`config.mk`:
```
export PLATFORM = sky130hd
export DESIGN_NAME = pwm_median_command_decoder
export DESIGN_NICKNAME = d
export VERILOG_FILES = /design/src/design/pmcd_pkg.sv /design/src/design/pwm_median_command_decoder.sv
export SDC_FILE = /design/constraint.sdc
export NUM_CORES = 1
export LEC_CHECK = 0
export ABC_AREA = 1
export BUFFER_PORTS_ARGS = -buffer_cell sky130_fd_sc_hd__buf_4
export CAP_MARGIN = 20
export CORE_UTILIZATION = 57
export DETAILED_ROUTE_END_ITERATION = 12
export GPL_TIMING_DRIVEN = 0
export PLACE_DENSITY = 0.78
export SLEW_MARGIN = 20
export SYNTH_ARGS = -nofsm -noshare
export SYNTH_HDL_FRONTEND = slang
export SYNTH_SLANG_ARGS = --single-unit
```
`constraint.sdc`:
```
create_clock -name clk -period 5.3 [get_ports clk]
set_clock_uncertainty 0.2 [all_clocks]
set_input_delay 0.265 -clock clk [delete_from_list [all_inputs] [get_ports clk]]
set_output_delay 0.265 -clock clk [all_outputs]
set_load 0.01 [all_outputs]
```
`src/design/pmcd_pkg.sv`:
```
package pmcd_pkg;

	localparam int WINDOW_SIZE   = 5;
	localparam int PATTERN_COUNT = 7;
	localparam int MEDIAN_RANK   = WINDOW_SIZE / 2;
	localparam int SLOT_W        = $clog2(WINDOW_SIZE);
	localparam int CNT_W         = $clog2(WINDOW_SIZE + 1);

	localparam logic [15:0] MIN_PULSE_RESET = 16'd1;
	localparam logic [15:0] MAX_PULSE_RESET = 16'd4080;

	localparam logic REG_MIN_PULSE = 1'b0;
	localparam logic REG_MAX_PULSE = 1'b1;

	localparam logic [7:0] CMD_PATTERN = 8'd255;
	localparam logic [7:0] CMD_TOGGLE  = 8'd254;
	localparam logic [7:0] CMD_DIMMER  = 8'd253;
	localparam logic [7:0] DIM_STEP    = 8'd50;
	localparam logic [7:0] FULL_BRIGHT = 8'd255;

	localparam logic [1:0] MODE_IDLE    = 2'd0;
	localparam logic [1:0] MODE_PATTERN = 2'd1;
	localparam logic [1:0] MODE_BLUE    = 2'd2;
	localparam logic [1:0] MODE_DARK    = 2'd3;

	typedef logic [7:0] level_t;

endpackage

```
`src/design/pwm_median_command_decoder.sv`:
```
// Pulse-width command decoder. A pulse width is taken when in_valid is high and in_stall low;
// it is mapped onto 0..255 between the configured minimum and maximum widths, inverted, put
// into a five-entry window, and the window median is decoded as a command. A transaction runs
// from acceptance until out_valid rises through a setup step, the quotient-bit steps of the
// restoring divider, a window write, one rank step of the median compare row per window entry
// and a command step. The divider is skipped when the range is empty, the pulse is at or
// below the minimum or the value is known to clamp. in_stall is high during that work, so
// the block takes no new pulse until it is through with the last one. The result sits in
// an output register, so the next pulse can be accepted while it waits; only the command
// step waits for that register to be free, which adds the cycles that the previous result
// is held by out_stall. The registers may be written only while no transaction is in
// flight.
module pwm_median_command_decoder (
	input  logic        clk,
	input  logic        arst_n,
	input  logic        cfg_wr_en,
	input  logic        cfg_index,
	input  logic [15:0] cfg_data,
	input  logic        in_valid,
	output logic        in_stall,
	input  logic [19:0] pulse_width,
	output logic        out_valid,
	input  logic        out_stall,
	output logic [7:0]  filtered_value,
	output logic        value_changed,
	output logic [1:0]  led_mode,
	output logic [2:0]  pattern_number,
	output logic [7:0]  applied_brightness,
	output logic        pattern_restart
);

	localparam logic [2:0] S_IDLE = 3'd0;
	localparam logic [2:0] S_PREP = 3'd1;
	localparam logic [2:0] S_DIV  = 3'd2;
	localparam logic [2:0] S_INS  = 3'd3;
	localparam logic [2:0] S_MED  = 3'd4;
	localparam logic [2:0] S_CMD  = 3'd5;

	logic [2:0]  state_q;
	logic [15:0] min_q;
	logic [15:0] max_q;
	logic [19:0] width_q;
	logic [23:0] rem_q;
	logic [22:0] dvs_q;
	logic [2:0]  step_q;
	pmcd_pkg::level_t quo_q;

	pmcd_pkg::level_t win_q [pmcd_pkg::WINDOW_SIZE];
	logic [pmcd_pkg::SLOT_W-1:0] slot_q;
	logic [pmcd_pkg::SLOT_W-1:0] cand_q;
	pmcd_pkg::level_t med_q;

	pmcd_pkg::level_t prev_q;
	logic             prev_valid_q;
	logic             pat_on_q;
	logic             toggle_q;
	pmcd_pkg::level_t stored_q;
	pmcd_pkg::level_t shown_q;
	logic [1:0]       mode_q;
	logic [2:0]       pat_idx_q;

	logic             out_valid_q;
	pmcd_pkg::level_t out_value_q;
	logic             out_changed_q;
	logic [1:0]       out_mode_q;
	logic [2:0]       out_pat_q;
	pmcd_pkg::level_t out_bright_q;
	logic             out_restart_q;

	logic [15:0] range;
	logic        range_empty;
	logic        below_min;
	logic [19:0] diff;
	logic [27:0] scaled;
	logic        saturates;
	logic        div_fits;
	logic        slot_last;
	logic        cand_last;
	logic        out_free;

	pmcd_pkg::level_t cand_val;
	logic [pmcd_pkg::CNT_W-1:0] lt_cnt;
	logic [pmcd_pkg::CNT_W-1:0] le_cnt;
	logic                       is_median;

	logic             changed;
	logic             pat_on_d;
	logic             toggle_d;
	pmcd_pkg::level_t stored_d;
	pmcd_pkg::level_t shown_d;
	logic [1:0]       mode_d;
	logic [2:0]       pat_idx_d;

	assign range_empty = (max_q <= min_q);
	assign range       = max_q - min_q;
	assign below_min   = (width_q <= {4'd0, min_q});
	assign diff        = width_q - {4'd0, min_q};
	// Times 255 as a shift and a subtract.
	assign scaled      = {diff, 8'd0} - {8'd0, diff};
	assign saturates   = (scaled >= {4'd0, range, 8'd0});
	assign div_fits    = (rem_q >= {1'b0, dvs_q});
	assign slot_last   = (slot_q == pmcd_pkg::SLOT_W'(pmcd_pkg::WINDOW_SIZE - 1));
	assign cand_last   = (cand_q == pmcd_pkg::SLOT_W'(pmcd_pkg::WINDOW_SIZE - 1));
	assign out_free    = !out_valid_q || !out_stall;

	// One rank row: the candidate is compared against every window entry at once.
	assign cand_val = win_q[cand_q];
	always_comb begin
		lt_cnt = '0;
		le_cnt = '0;
		for (int j = 0; j < pmcd_pkg::WINDOW_SIZE; j++) begin
			if (win_q[j] < cand_val) begin
				lt_cnt = lt_cnt + 1'b1;
			end
			if (win_q[j] <= cand_val) begin
				le_cnt = le_cnt + 1'b1;
			end
		end
	end
	assign is_median = (lt_cnt <= pmcd_pkg::CNT_W'(pmcd_pkg::MEDIAN_RANK)) &&
		(le_cnt > pmcd_pkg::CNT_W'(pmcd_pkg::MEDIAN_RANK));

	always_comb begin
		changed   = !prev_valid_q || (med_q != prev_q);
		pat_on_d  = pat_on_q;
		toggle_d  = toggle_q;
		stored_d  = stored_q;
		shown_d   = shown_q;
		mode_d    = mode_q;
		pat_idx_d = pat_idx_q;
		if (changed) begin
			priority if (med_q == pmcd_pkg::CMD_PATTERN) begin
				pat_on_d  = 1'b1;
				shown_d   = pmcd_pkg::FULL_BRIGHT;
				mode_d    = pmcd_pkg::MODE_PATTERN;
				pat_idx_d = (pat_idx_q == 3'(pmcd_pkg::PATTERN_COUNT - 1)) ? 3'd0 :
					pat_idx_q + 3'd1;
				toggle_d  = 1'b0;
			end else if (med_q == pmcd_pkg::CMD_TOGGLE) begin
				pat_on_d = 1'b0;
				if (toggle_q) begin
					shown_d = 8'd0;
					mode_d  = pmcd_pkg::MODE_DARK;
				end else begin
					shown_d = stored_q;
					mode_d  = pmcd_pkg::MODE_BLUE;
				end
				toggle_d = !toggle_q;
			end else if (med_q == pmcd_pkg::CMD_DIMMER && !pat_on_q) begin
				stored_d = stored_q - pmcd_pkg::DIM_STEP;
				shown_d  = stored_q - pmcd_pkg::DIM_STEP;
			end else begin
				shown_d = shown_q;
			end
		end
	end

	always_ff @(posedge clk or negedge arst_n) begin
		if (!arst_n) begin
			min_q <= pmcd_pkg::MIN_PULSE_RESET;
			max_q <= pmcd_pkg::MAX_PULSE_RESET;
		end else if (cfg_wr_en) begin
			unique case (cfg_index)
				pmcd_pkg::REG_MIN_PULSE: min_q <= cfg_data;
				pmcd_pkg::REG_MAX_PULSE: max_q <= cfg_data;
				default: ;
			endcase
		end
	end

	always_ff @(posedge clk or negedge arst_n) begin
		if (!arst_n) begin
			state_q      <= S_IDLE;
			slot_q       <= '0;
			cand_q       <= '0;
			prev_q       <= '0;
			prev_valid_q <= 1'b0;
			pat_on_q     <= 1'b0;
			toggle_q     <= 1'b0;
			stored_q     <= pmcd_pkg::FULL_BRIGHT;
			shown_q      <= pmcd_pkg::FULL_BRIGHT;
			mode_q       <= pmcd_pkg::MODE_IDLE;
			pat_idx_q    <= '0;
			for (int i = 0; i < pmcd_pkg::WINDOW_SIZE; i++) begin
				win_q[i] <= '0;
			end
		end else begin
			unique case (state_q)
				S_IDLE: begin
					if (in_valid) begin
						state_q <= S_PREP;
					end
				end
				S_PREP: begin
					if (range_empty || below_min || saturates) begin
						state_q <= S_INS;
					end else begin
						state_q <= S_DIV;
					end
				end
				S_DIV: begin
					if (step_q == 3'd0) begin
						state_q <= S_INS;
					end
				end
				S_INS: begin
					win_q[slot_q] <= ~quo_q;
					slot_q        <= slot_last ? '0 : slot_q + 1'b1;
					cand_q        <= '0;
					state_q       <= S_MED;
				end
				S_MED: begin
					cand_q <= cand_last ? '0 : cand_q + 1'b1;
					if (cand_last) begin
						state_q <= S_CMD;
					end
				end
				S_CMD: begin
					if (out_free) begin
						if (changed) begin
							prev_q       <= med_q;
							prev_valid_q <= 1'b1;
						end
						pat_on_q  <= pat_on_d;
						toggle_q  <= toggle_d;
						stored_q  <= stored_d;
						shown_q   <= shown_d;
						mode_q    <= mode_d;
						pat_idx_q <= pat_idx_d;
						state_q   <= S_IDLE;
					end
				end
				default: state_q <= S_IDLE;
			endcase
		end
	end

	// Datapath of the divider and the median search; no reset needed.
	always_ff @(posedge clk) begin
		if (state_q == S_IDLE && in_valid) begin
			width_q <= pulse_width;
		end
		if (state_q == S_PREP) begin
			rem_q  <= scaled[23:0];
			dvs_q  <= {range, 7'd0};
			step_q <= 3'd7;
			if (range_empty || below_min) begin
				quo_q <= 8'd0;
			end else if (saturates) begin
				quo_q <= 8'd255;
			end else begin
				quo_q <= 8'd0;
			end
		end
		if (state_q == S_DIV) begin
			if (div_fits) begin
				rem_q <= rem_q - {1'b0, dvs_q};
			end
			quo_q  <= {quo_q[6:0], div_fits};
			dvs_q  <= dvs_q >> 1;
			step_q <= step_q - 3'd1;
		end
		if (state_q == S_MED && is_median) begin
			med_q <= cand_val;
		end
	end

	always_ff @(posedge clk or negedge arst_n) begin
		if (!arst_n) begin
			out_valid_q <= 1'b0;
		end else if (state_q == S_CMD && out_free) begin
			out_valid_q <= 1'b1;
		end else if (!out_stall) begin
			out_valid_q <= 1'b0;
		end
	end

	always_ff @(posedge clk) begin
		if (state_q == S_CMD && out_free) begin
			out_value_q   <= med_q;
			out_changed_q <= changed;
			out_mode_q    <= mode_d;
			out_pat_q     <= pat_idx_d;
			out_bright_q  <= shown_d;
			out_restart_q <= (med_q == pmcd_pkg::CMD_PATTERN);
		end
	end

	assign in_stall           = (state_q != S_IDLE);
	assign out_valid          = out_valid_q;
	assign filtered_value     = out_value_q;
	assign value_changed      = out_changed_q;
	assign led_mode           = out_mode_q;
	assign pattern_number     = out_pat_q;
	assign applied_brightness = out_bright_q;
	assign pattern_restart    = out_restart_q;

endmodule

```
## Word-level counts from Yosys, hierarchy flattened

Index checks and enable logic that the tools add are counted.
Widths: inputs -> output; s select.

| word-level totals | value |
|---|---|
| input port bits | 42 |
| output and inout bits | 25 |
| register bits after elaboration | 223 |
| logic and storage cells | 173 |

| cells by class | value |
|---|---|
| magnitude comparators | 19 |
| add/sub/neg operators | 17 |
| bitwise gates (word level) | 6 |
| mux-type cells | 54 |
| equality and inequality tests | 17 |
| reductions and logical operators | 28 |

Operators by type and width:

| operator | number |
|---|---|
| $mux 8 | 12 |
| $mux 24 | 3 |
| $mux 3 | 19 |
| $mux 22 | 2 |
| $bwmux 40 | 1 |
| $le 8x8->1 | 5 |
| $lt 8x8->1 | 5 |
| $add 3x1->3 const B | 11 |
| $ge 28x24->1 | 1 |
| $sub 28x20->28 | 1 |
| $bmux 8 s3 | 1 |
| $demux 8 s3 | 1 |
| $eq 8x8->1 const B | 3 |
| $ge 24x23->1 | 1 |
| $sub 24x23->24 | 1 |
| $le 20x16->1 | 1 |
| $sub 20x16->20 | 1 |
| $pmux 3 s6 | 1 |
| $le 16x16->1 | 1 |
| $sub 16x16->16 | 1 |
| $eq 3x3->1 const B | 5 |
| $mux 1 | 10 |
| $ge 4x4->1 const B | 2 |
| $ne 2x2->1 const B | 4 |
| 24 further kinds | 48 |

## Logic depth before layout (Yosys ltp)

Gate-level depths: netlist (run 1).

| logic depth | value |
|---|---|
| depth in word-level cells | 17 |
| mapped depth | 37 |
| gate-level depth less buffers | 37 |

## Least setup slack after synthesis (run 1)

No wires, ideal clock.

| timing path | value |
|---|---|
| path kind | reg2reg |
| start | reg cand_q[0] in the netlist's numbering |
| end | reg med_q[0], enable pin |
| clock period less this slack | 5.264 ns |
| slack | 0.036 ns |
| required time | 4.722 ns |
| cell stages (with the launch flop) | 25 |
| arrival time | 4.686 ns |
| buffers on the path | 2 |
| cell sequence | dfrtp_1 > clkbuf_1 > clkinv_1 > clkbuf_1 > nand2_1 > a221o_1 > o31ai_1 > inv_1 > ha_1 > a21oi_1 > or2_2 > o2111ai_1 > o31ai_1 > ha_1 > or2_2 > nand2_1 > inv_1 > ha_1 > inv_1 > o21ai_0 > ha_1 > nand2_1 > xnor2_1 > xor2_1 > a31oi_1 |

| on the way | value |
|---|---|
| longest elaborated chain between the ends | 17 |

RTL lines:

| element | line | RTL |
|---|---|---|
| start: declaration | pwm_median_command_decoder.sv:50 | `logic [pmcd_pkg::SLOT_W-1:0] cand_q;` |
| start signal: assignment | pwm_median_command_decoder.sv:213 | `cand_q <= cand_last ? '0 : cand_q + 1'b1;` |
| $not 3->4 (not written as such) * | pwm_median_command_decoder.sv:107 | `assign cand_val = win_q[cand_q];` |
| $bmux 8 s3 * | pwm_median_command_decoder.sv:107 |  |
| $mux 8 (not written as such) * (2 in a row) | pwm_median_command_decoder.sv:107 |  |
| via cand_val[5] | pwm_median_command_decoder.sv:81 | `pmcd_pkg::level_t cand_val;` |
| $lt 8x8->1 / $le 8x8->1 (equally long branches) | pwm_median_command_decoder.sv:112, pwm_median_command_decoder.sv:115 |  |
| $mux 1, on equally long branches | pwm_median_command_decoder.sv:112, pwm_median_command_decoder.sv:115 |  |
| $add 3x1->3, on equally long branches | pwm_median_command_decoder.sv:113, pwm_median_command_decoder.sv:116 |  |
| $mux 3, on equally long branches | pwm_median_command_decoder.sv:112, pwm_median_command_decoder.sv:115 |  |
| $add 3x1->3, on equally long branches | pwm_median_command_decoder.sv:113, pwm_median_command_decoder.sv:116 |  |
| $mux 3, on equally long branches | pwm_median_command_decoder.sv:112, pwm_median_command_decoder.sv:115 |  |
| $add 3x1->3, on equally long branches | pwm_median_command_decoder.sv:113, pwm_median_command_decoder.sv:116 |  |
| $mux 3, on equally long branches | pwm_median_command_decoder.sv:112, pwm_median_command_decoder.sv:115 |  |
| $add 3x1->3, on equally long branches | pwm_median_command_decoder.sv:113, pwm_median_command_decoder.sv:116 |  |
| $mux 3, on equally long branches | pwm_median_command_decoder.sv:112, pwm_median_command_decoder.sv:115 |  |
| $le 3x2->1 / $gt 3x2->1 (equally long branches) | pwm_median_command_decoder.sv:120, pwm_median_command_decoder.sv:121 |  |
| $logic_and 1x1->1 * | pwm_median_command_decoder.sv:120 | `assign is_median = (lt_cnt <= pmcd_pkg::CNT_W'(pmcd_pkg::MEDIAN_RANK)) &&` |
| $logic_and 1x1->1 * | pwm_median_command_decoder.sv:263 | `if (state_q == S_MED && is_median) begin` |
| end signal: assignment | pwm_median_command_decoder.sv:264 | `med_q <= cand_val;` |
| end: declaration | pwm_median_command_decoder.sv:51 | `pmcd_pkg::level_t med_q;` |

The timed path passes the listed nets; every way through them passes the cells marked *. The select of a mux whose other input is x is not followed.
A chain may end at the register's enable or synchronous reset.

## Final worst setup path (run 1)

| timing path | value |
|---|---|
| start | reg min_q[7] |
| end | reg quo_q[0] (data pin) |

| on the way | value |
|---|---|
| longest elaborated chain between the ends | 7 |

RTL lines:

| element | line | RTL |
|---|---|---|
| start: declaration | pwm_median_command_decoder.sv:40 | `logic [15:0] min_q;` |
| start signal: assignment | pwm_median_command_decoder.sv:160 | `min_q <= pmcd_pkg::MIN_PULSE_RESET;` |
| start signal: assignment | pwm_median_command_decoder.sv:164 | `pmcd_pkg::REG_MIN_PULSE: min_q <= cfg_data;` |
| $sub 20x16->20 | pwm_median_command_decoder.sv:97 | `assign diff = width_q - {4'd0, min_q};` |
| $sub 28x20->28 | pwm_median_command_decoder.sv:99 | `assign scaled = {diff, 8'd0} - {8'd0, diff};` |
| $ge 28x24->1 | pwm_median_command_decoder.sv:100 | `assign saturates = (scaled >= {4'd0, range, 8'd0});` |
| $mux 8 | pwm_median_command_decoder.sv:249 | `end else if (saturates) begin` |
| $mux 8 * | pwm_median_command_decoder.sv:247 | `if (range_empty \|\| below_min) begin` |
| $mux 8 * | pwm_median_command_decoder.sv:243 | `if (state_q == S_PREP) begin` |
| $mux 8 * | pwm_median_command_decoder.sv:255 | `if (state_q == S_DIV) begin` |
| end signal: assignment | pwm_median_command_decoder.sv:259 | `quo_q <= {quo_q[6:0], div_fits};` |
| end: declaration | pwm_median_command_decoder.sv:46 | `pmcd_pkg::level_t quo_q;` |

Every way passes the cells marked *; elsewhere a longest branch is shown, timed or not. The select of a mux whose other input is x is not followed.

==> run summary, run 1 <==
DPL Wire Length - 29.1 mm
Worst Setup Start Kind - flip-flop
WL/cell - 16.5 um
Crit end category - flip-flop
CP required - 5.36 ns
Max Clk Rate - 193 MHz
Synth-to-Final Area Change - 20.5%
Syn Area/Cell - 7.91 um^2
Width of the die - 163 um
Cells after synthesis - 1877
Global-route wire length before repair - 63.0 mm
Chip height - 163 um
Initial Util - 58.4%
Worst path slowest cell - dfrtp_1
Synth unique cells - 54
Top cell type's share of synthesized area - 17.0%
Status - complete, no violations
Synth warnings - 0
Tmin final - 5.19 ns
Vias in the first global route - 12700
Final Hold Vio Count - 0
Die area - 0.0267 mm^2
Final WL - 39.2 mm
Clock Sinks - 222
Total global routing overflow - 0
Fraction of layout instances using a drive strength above 1 - 15.4%
Pin count of the biggest net entering global routing - 83
Setup-failing EPs final - 0
Fin. max-slew vios - 0
Routed Antenna Nets - 0
Vias per cell - 5.63
Tcrit/Tclk final - 97.9%
Core area - 0.0254 mm^2
Nets - 2212
Area contributors post-synth - edfxtp_1, dfrtp_1, nand2_1
Worst skew pair latency - 0.53 ns
Maxcap violations - 0
CTS clk-pin slew, worst paths - 0.06 ns
Placed cell count - 2275
CTS H-tree lvls - 1
TritonRoute pass-1 iters - 6
Register area share after synthesis - 39.6%
TritonCTS Buffers - 24
Worst path max stage delay - 0.40 ns
Syn_nets - 2058
DRC - 0
Antenna Cells - 0
Placer Congestion - 0.950
Slew headroom - 43.1%
# rows - 58
Syn Std Cell Area - 0.0148 mm^2
CP dominant cell by count - nand2_1
All-layer global routing usage - 29.7%
Arr. time, crit path - 5.25 ns
Non-filler instance count after layout - 2379
Top Ports - 67
Synth area leader - edfxtp_1
DR iter-0 viols - 1108
CP max FO - 8
Initial antenna violation count - 1
Clock root cell - clkbuf_16
Worst Hold Class - input port to async pin
Worst slew pin tran - 0.848 ns
Vias - 13400
I/O Buffers - 66
R2R depth - 29
Maximum clock insertion buffer count - 3
Number of synthesized register bits - 222
CTS tree - yes
Setup CP Type - flip-flop to flip-flop
## cell families after synthesis
kind of cell | after synthesis | synth area share (%)
XOR/XNOR | 71 | 4.34
AND/OR/NAND/NOR | 744 | 21.5
buffers and inverters | 311 | 7.86
multiplexers | 1 | 0.0758
AO/OA/AOI/OAI | 389 | 14.7
flip-flops | 222 | 39.6
adder cells (fa/ha/maj) | 139 | 11.9
## cells in the final DEF (no fill, tap or decap), types with 10 or more instances in the layout
master | Yosys | routed
nand2_1 | 470 | 450
inv_1 | 258 | 252
o21ai_0 | 183 | 179
ha_1 | 136 | 117
a21oi_1 | 118 | 111
nor2_1 | 104 | 99
dfrtp_1 | 89 | 86
buf_4 | 0 | 85
edfxtp_1 | 84 | 84
nand3_1 | 64 | 64
dlygate4sd3_1 | 0 | 43
clkbuf_1 | 36 | 33
nand2_2 | 14 | 32
xor2_1 | 42 | 30
nand4_1 | 29 | 29
clkbuf_16 | 0 | 27
dfxtp_1 | 25 | 25
dfstp_2 | 24 | 24
xnor2_1 | 26 | 22
nor3_1 | 17 | 16
inv_2 | 8 | 14
ha_4 | 0 | 13
a31oi_1 | 12 | 11
xor2_2 | 3 | 10
## registers in the layout, indices dropped and copies added (netlist names), 16 cells and up
name,flops
rem_q,24
max_q,16
width_q,20
min_q,16
dvs_q,23
win_q,40
## layer usage
layer  part of all wire [%]  vias to the layer above  global-route usage [%]
li1                       -                     6573                       -
met2                     48                      469                    51.1
met4                    3.2                        2                    10.4
met5                  0.033                        -                       0
met1                     43                     6267                    38.0
met3                    5.7                       84                    4.19
## worst paths after layout
| kind | endpoint | start | slack (ns) |
|---|---|---|---|
| setup / recovery | quo_q[0]$_DFFE_PP_ | min_q[7]$_DFFE_PN0P_ | 0.11 |
| hold / removal | pat_on_q$_DFFE_PN0P_ | arst_n | 0.01 |
| setup reg to reg | quo_q[0]$_DFFE_PP_ | min_q[7]$_DFFE_PN0P_ | 0.11 |
| hold reg to reg | filtered_value[4]$_DFFE_PP_ | med_q[4]$_DFFE_PP_ | 0.27 |
| max in group asynchronous | min_q[0]$_DFFE_PN1P_ | arst_n | 4.17 |
| min in group clk | width_q[18]$_DFFE_PP_ | pulse_width[18] | 0.25 |
## per-stage QoR
step           utilization (%)  instance area, um^2  setup TNS [ns]  hold WS [ns]  setup slack (ns)
3_3_place_gp              62.0                15800          -12.22         0.240            -0.975
2_1_floorplan                -                14800               0        -0.231            0.0358
5_1_grt                   70.4                17900           -1.48        0.0436            -0.151
6_report                  70.4                17900               0        0.0133             0.110
4_1_cts                   68.2                17300               0        0.0103           0.00249
3_5_place_dp              62.2                15800          -13.89       -0.0217             -1.23
## cell usage after synthesis, drive strengths merged
master   instances
fa               3
or2             10
o31ai           10
nor3            21
edfxtp          84
o2111ai          4
a32oi            1
a21boi           2
nor4             7
nor4b            1
o21a             6
a221o            7
xor2            45
nand3           72
nand4           29
nand2          485
o21bai           4
clkbuf          36
xnor2           26
a21oi          122
dfrtp           89
inv            266
o2111a           1
a31oi           12
o22ai            1
a21o             2
nand3b           5
clkinv           7
o211ai           7
a221oi           7
a22oi            8
dfxtp           25
dfstp           24
mux2             1
and3b            1
a211oi           6
buf              2
nor2           111
ha             136
and3             2
o21ai          189
## area by class of cell
type | count | area, um^2
clock inverter | 10 | 88.8
fill | 1936 | 7520
multi-input combinational | 1344 | 8450
timing repair buffer | 132 | 1140
buffer | 34 | 144
inverter | 273 | 1030
sequential | 222 | 5880
clock buffer | 34 | 732
tap | 330 | 413
## worst max-delay path, delay by kind of cell (launching register included)
kind                     cells  cell delay, ns
AO/OA/AOI/OAI                6            1.06
XOR/XNOR                     2            0.42
adder cells (fa/ha/maj)      3            0.92
buffers and inverters        3            0.33
flip-flops                   1            0.40
AND/OR/NAND/NOR             15            1.57
## timing repair
| action | CTS | global route |
|---|---|---|
| hold buffers | 43 | 0 |
| endpoints found under the setup margin | 17 | 17 |
| pin swaps | 3 | 28 |
| buffers inserted | 7 | 14 |
| resized for setup | 41 | 97 |
| endpoints found under the hold margin | 162 | 0 |
Power of run 1 is not shown: default switching activity piles up to over one toggle a cycle in this logic, so the estimate is an artifact.
==> run 2: changes to the inputs <==
clock period = 4.75 ns   (was 5.3 ns; I/O delays follow)
==> run 2 against run 1 <==
Net effect: the flow now finishes with violations (negative setup slack); routed wire length up 9.2%; sequential cell count unchanged; register-to-register slack worse by 0.49 ns; global-route usage up 1.1 points; via count up 5.0%; critical path depth up 3; highest routed layer is now met4.
==> run summary, run 2 (synthesis results as in run 1) <==
CP required - 4.80 ns (-0.56 ns)
Vias in the first global route - 13400 (+5.4%)
Arr. time, crit path - 5.18 ns (-0.07 ns)
WL/cell - 17.7 um (+7.2%)
Status - complete, but fails checks
Top Ports - 67 (unchanged)
Commonest non-fill, non-tap cell in the layout - nand2_1
Die area - 0.0267 mm^2 (unchanged)
Setup TNS - -4.88 ns (-4.88 ns)
Pin count of the biggest net entering global routing - 82 (-1.2%)
Vias - 14100 (+5.0%)
CP top delay family - simple AND/OR/NAND/NOR gates
DPL Wire Length - 28.8 mm (-1.0%)
Met2 Wirelength - 21.0 mm (+11%)
CTS tree - yes
Top reg by flops - win_q
CTS H-tree lvls - 1 (unchanged)
Final WS setup - -0.382 ns (-0.493 ns)
Maximum clock insertion buffer count - 3 (unchanged)
Worst Setup Start Kind - flip-flop
Global-route wire length before repair - 65.0 mm (+3.3%)
Cell count along the critical path - 32 (+10%)
R2R depth - 32 (+10%)
Setup crit start - min_q[0]$_DFFE_PN1P_
I/O Buffers - 66 (unchanged)
Metal3 WL - 3.08 mm (+37%)
Setup CP Type - flip-flop to flip-flop
Initial Util - 58.4% (unchanged)
Nets - 2257 (+2.0%)
Clock root cell - clkbuf_16
CP max FO - 8 (unchanged)
Non-filler instance count after layout - 2424 (+1.9%)
RSZ-0062 raised after global routing - true
Crit Reg-Reg Startpoint - min_q[0]$_DFFE_PN1P_
TritonRoute pass-1 iters - 11 (+5)
Length of routed wiring on met1 - 17.0 mm (+1.4%)
Largest register FFs - 40 (unchanged)
Final Hold Vio Count - 0 (unchanged)
Chip height - 163 um (unchanged)
DRC - 0 (unchanged)
Fraction of layout instances using a drive strength above 1 - 19.7% (+4.3 points)
Antenna Cells - 0 (unchanged)
Initial antenna violation count - 1 (unchanged)
Placed cell count - 2275 (unchanged)
Worst setup path end - quo_q[0]$_DFFE_PP_
Fin. max-slew vios - 0 (unchanged)
CP Buf/Inv Count - 1 (-2)
Crit end category - flip-flop
Core area - 0.0254 mm^2 (unchanged)
DR iter-0 viols - 1511 (+36%)
Tmin final - 5.13 ns (-0.0572 ns)
Synth-to-Final Area Change - 26.3%
# rows - 58 (unchanged)
Tcrit/Tclk final - 108% (+10 points)
Clock Sinks - 222 (unchanged)
Slew headroom - 35.7% (-7.4 points)
Failing checks - negative setup slack
Width of the die - 163 um (unchanged)
Largest registers - win_q x40, rem_q x24, dvs_q x23
Max Clk Rate - 195 MHz (+1.1%)
Worst path max stage delay - 0.58 ns (+0.18 ns)
Total global routing overflow - 0 (unchanged)
Maxcap violations - 0 (unchanged)
Worst path slowest cell - dfstp_2
CTS clk-pin slew, worst paths - 0.06 ns (about the same)
Routed Antenna Nets - 0 (unchanged)
All-layer global routing usage - 30.8% (+1.1 points)
Worst slew pin tran - 0.962 ns (+0.114 ns)
Top routing layer used - met4
TritonCTS Buffers - 24 (unchanged)
Final WL - 42.8 mm (+9.2%)
Vias per cell - 5.80 (+3.1%)
Slack of the worst reg-to-reg path - -0.38 ns (-0.49 ns)
Setup-failing EPs final - 17 (+17)
R2R Path End - quo_q[0]$_DFFE_PP_
Placer Congestion - 0.961 (+1.2%)
Worst Hold Class - input port to async pin
Most frequent cells in the layout - nand2_1, inv_1, o21ai_0
Worst skew pair latency - 0.54 ns (about the same)
## run 2: cell types whose count changed in the layout (fill, tap and decap cells not counted), moves of 5 or more
cell     before  now
xor2_2       10    5
nand2_4       3   10
inv_1       252  242
nand2_2      32   40
nand2_1     450  434
buf_4        85  127
ha_4         13   35
inv_2        14   23
o21ai_0     179  174
ha_1        117   98
nand3_1      64   57
## run 2: area by class of cell
class | instances | area [um^2]
plain buffers | 35 | 176
clock buffers | 35 | 683
clock inverters | 9 | 81.3
fillers | 1764 | 6650
inverters | 273 | 1040
multi-input cells | 1344 | 9010
flip-flops and latches | 222 | 5880
well taps | 330 | 413
repair buffers | 176 | 1470
## run 2: how the worst min path moves through the flow
stage                   start                        to  slack [ns]  cells past startpoint
6_report               arst_n   stored_q[3]$_DFFE_PN1P_        0.11                      2
4_1_cts                arst_n   stored_q[2]$_DFFE_PN1P_        0.09                      2
5_1_grt                arst_n    shown_q[4]$_DFFE_PN1P_        0.13                      2
2_1_floorplan          arst_n     cand_q[0]$_DFFE_PN0P_       -0.26                      0
3_3_place_gp   pulse_width[1]      width_q[1]$_DFFE_PP_        0.22                      1
3_5_place_dp           arst_n  pat_idx_q[1]$_DFFE_PN0P_       -0.04                      1
## run 2: repair_timing
item	in CTS	in global routing
pin swaps	67	40
setup buffers	41	23
hold buffers	44	0
resized for setup	155	77
endpoints found under the setup margin	17	17
endpoints found under the hold margin	161	0
## run 2: through the flow
stage,setup WS [ns],utilization (%),instance area [um^2],hold slack [ns]
2_1_floorplan,0.00991,-,14900,-0.258
3_3_place_gp,-1.06,62.2,15800,0.216
3_5_place_dp,-1.00,62.3,15800,-0.0423
4_1_cts,-0.163,71.7,18200,0.0938
5_1_grt,-0.551,73.8,18800,0.133
6_report,-0.382,73.8,18800,0.114
## run 2: per-layer routing
layer	vias to the layer above	global-route usage [%]
li1	6668	-
met1	6577	38.3
met2	673	54.0
met3	147	4.42
met4	0	11.0
met5	-	0
Power of run 2 is left out for the same reason.
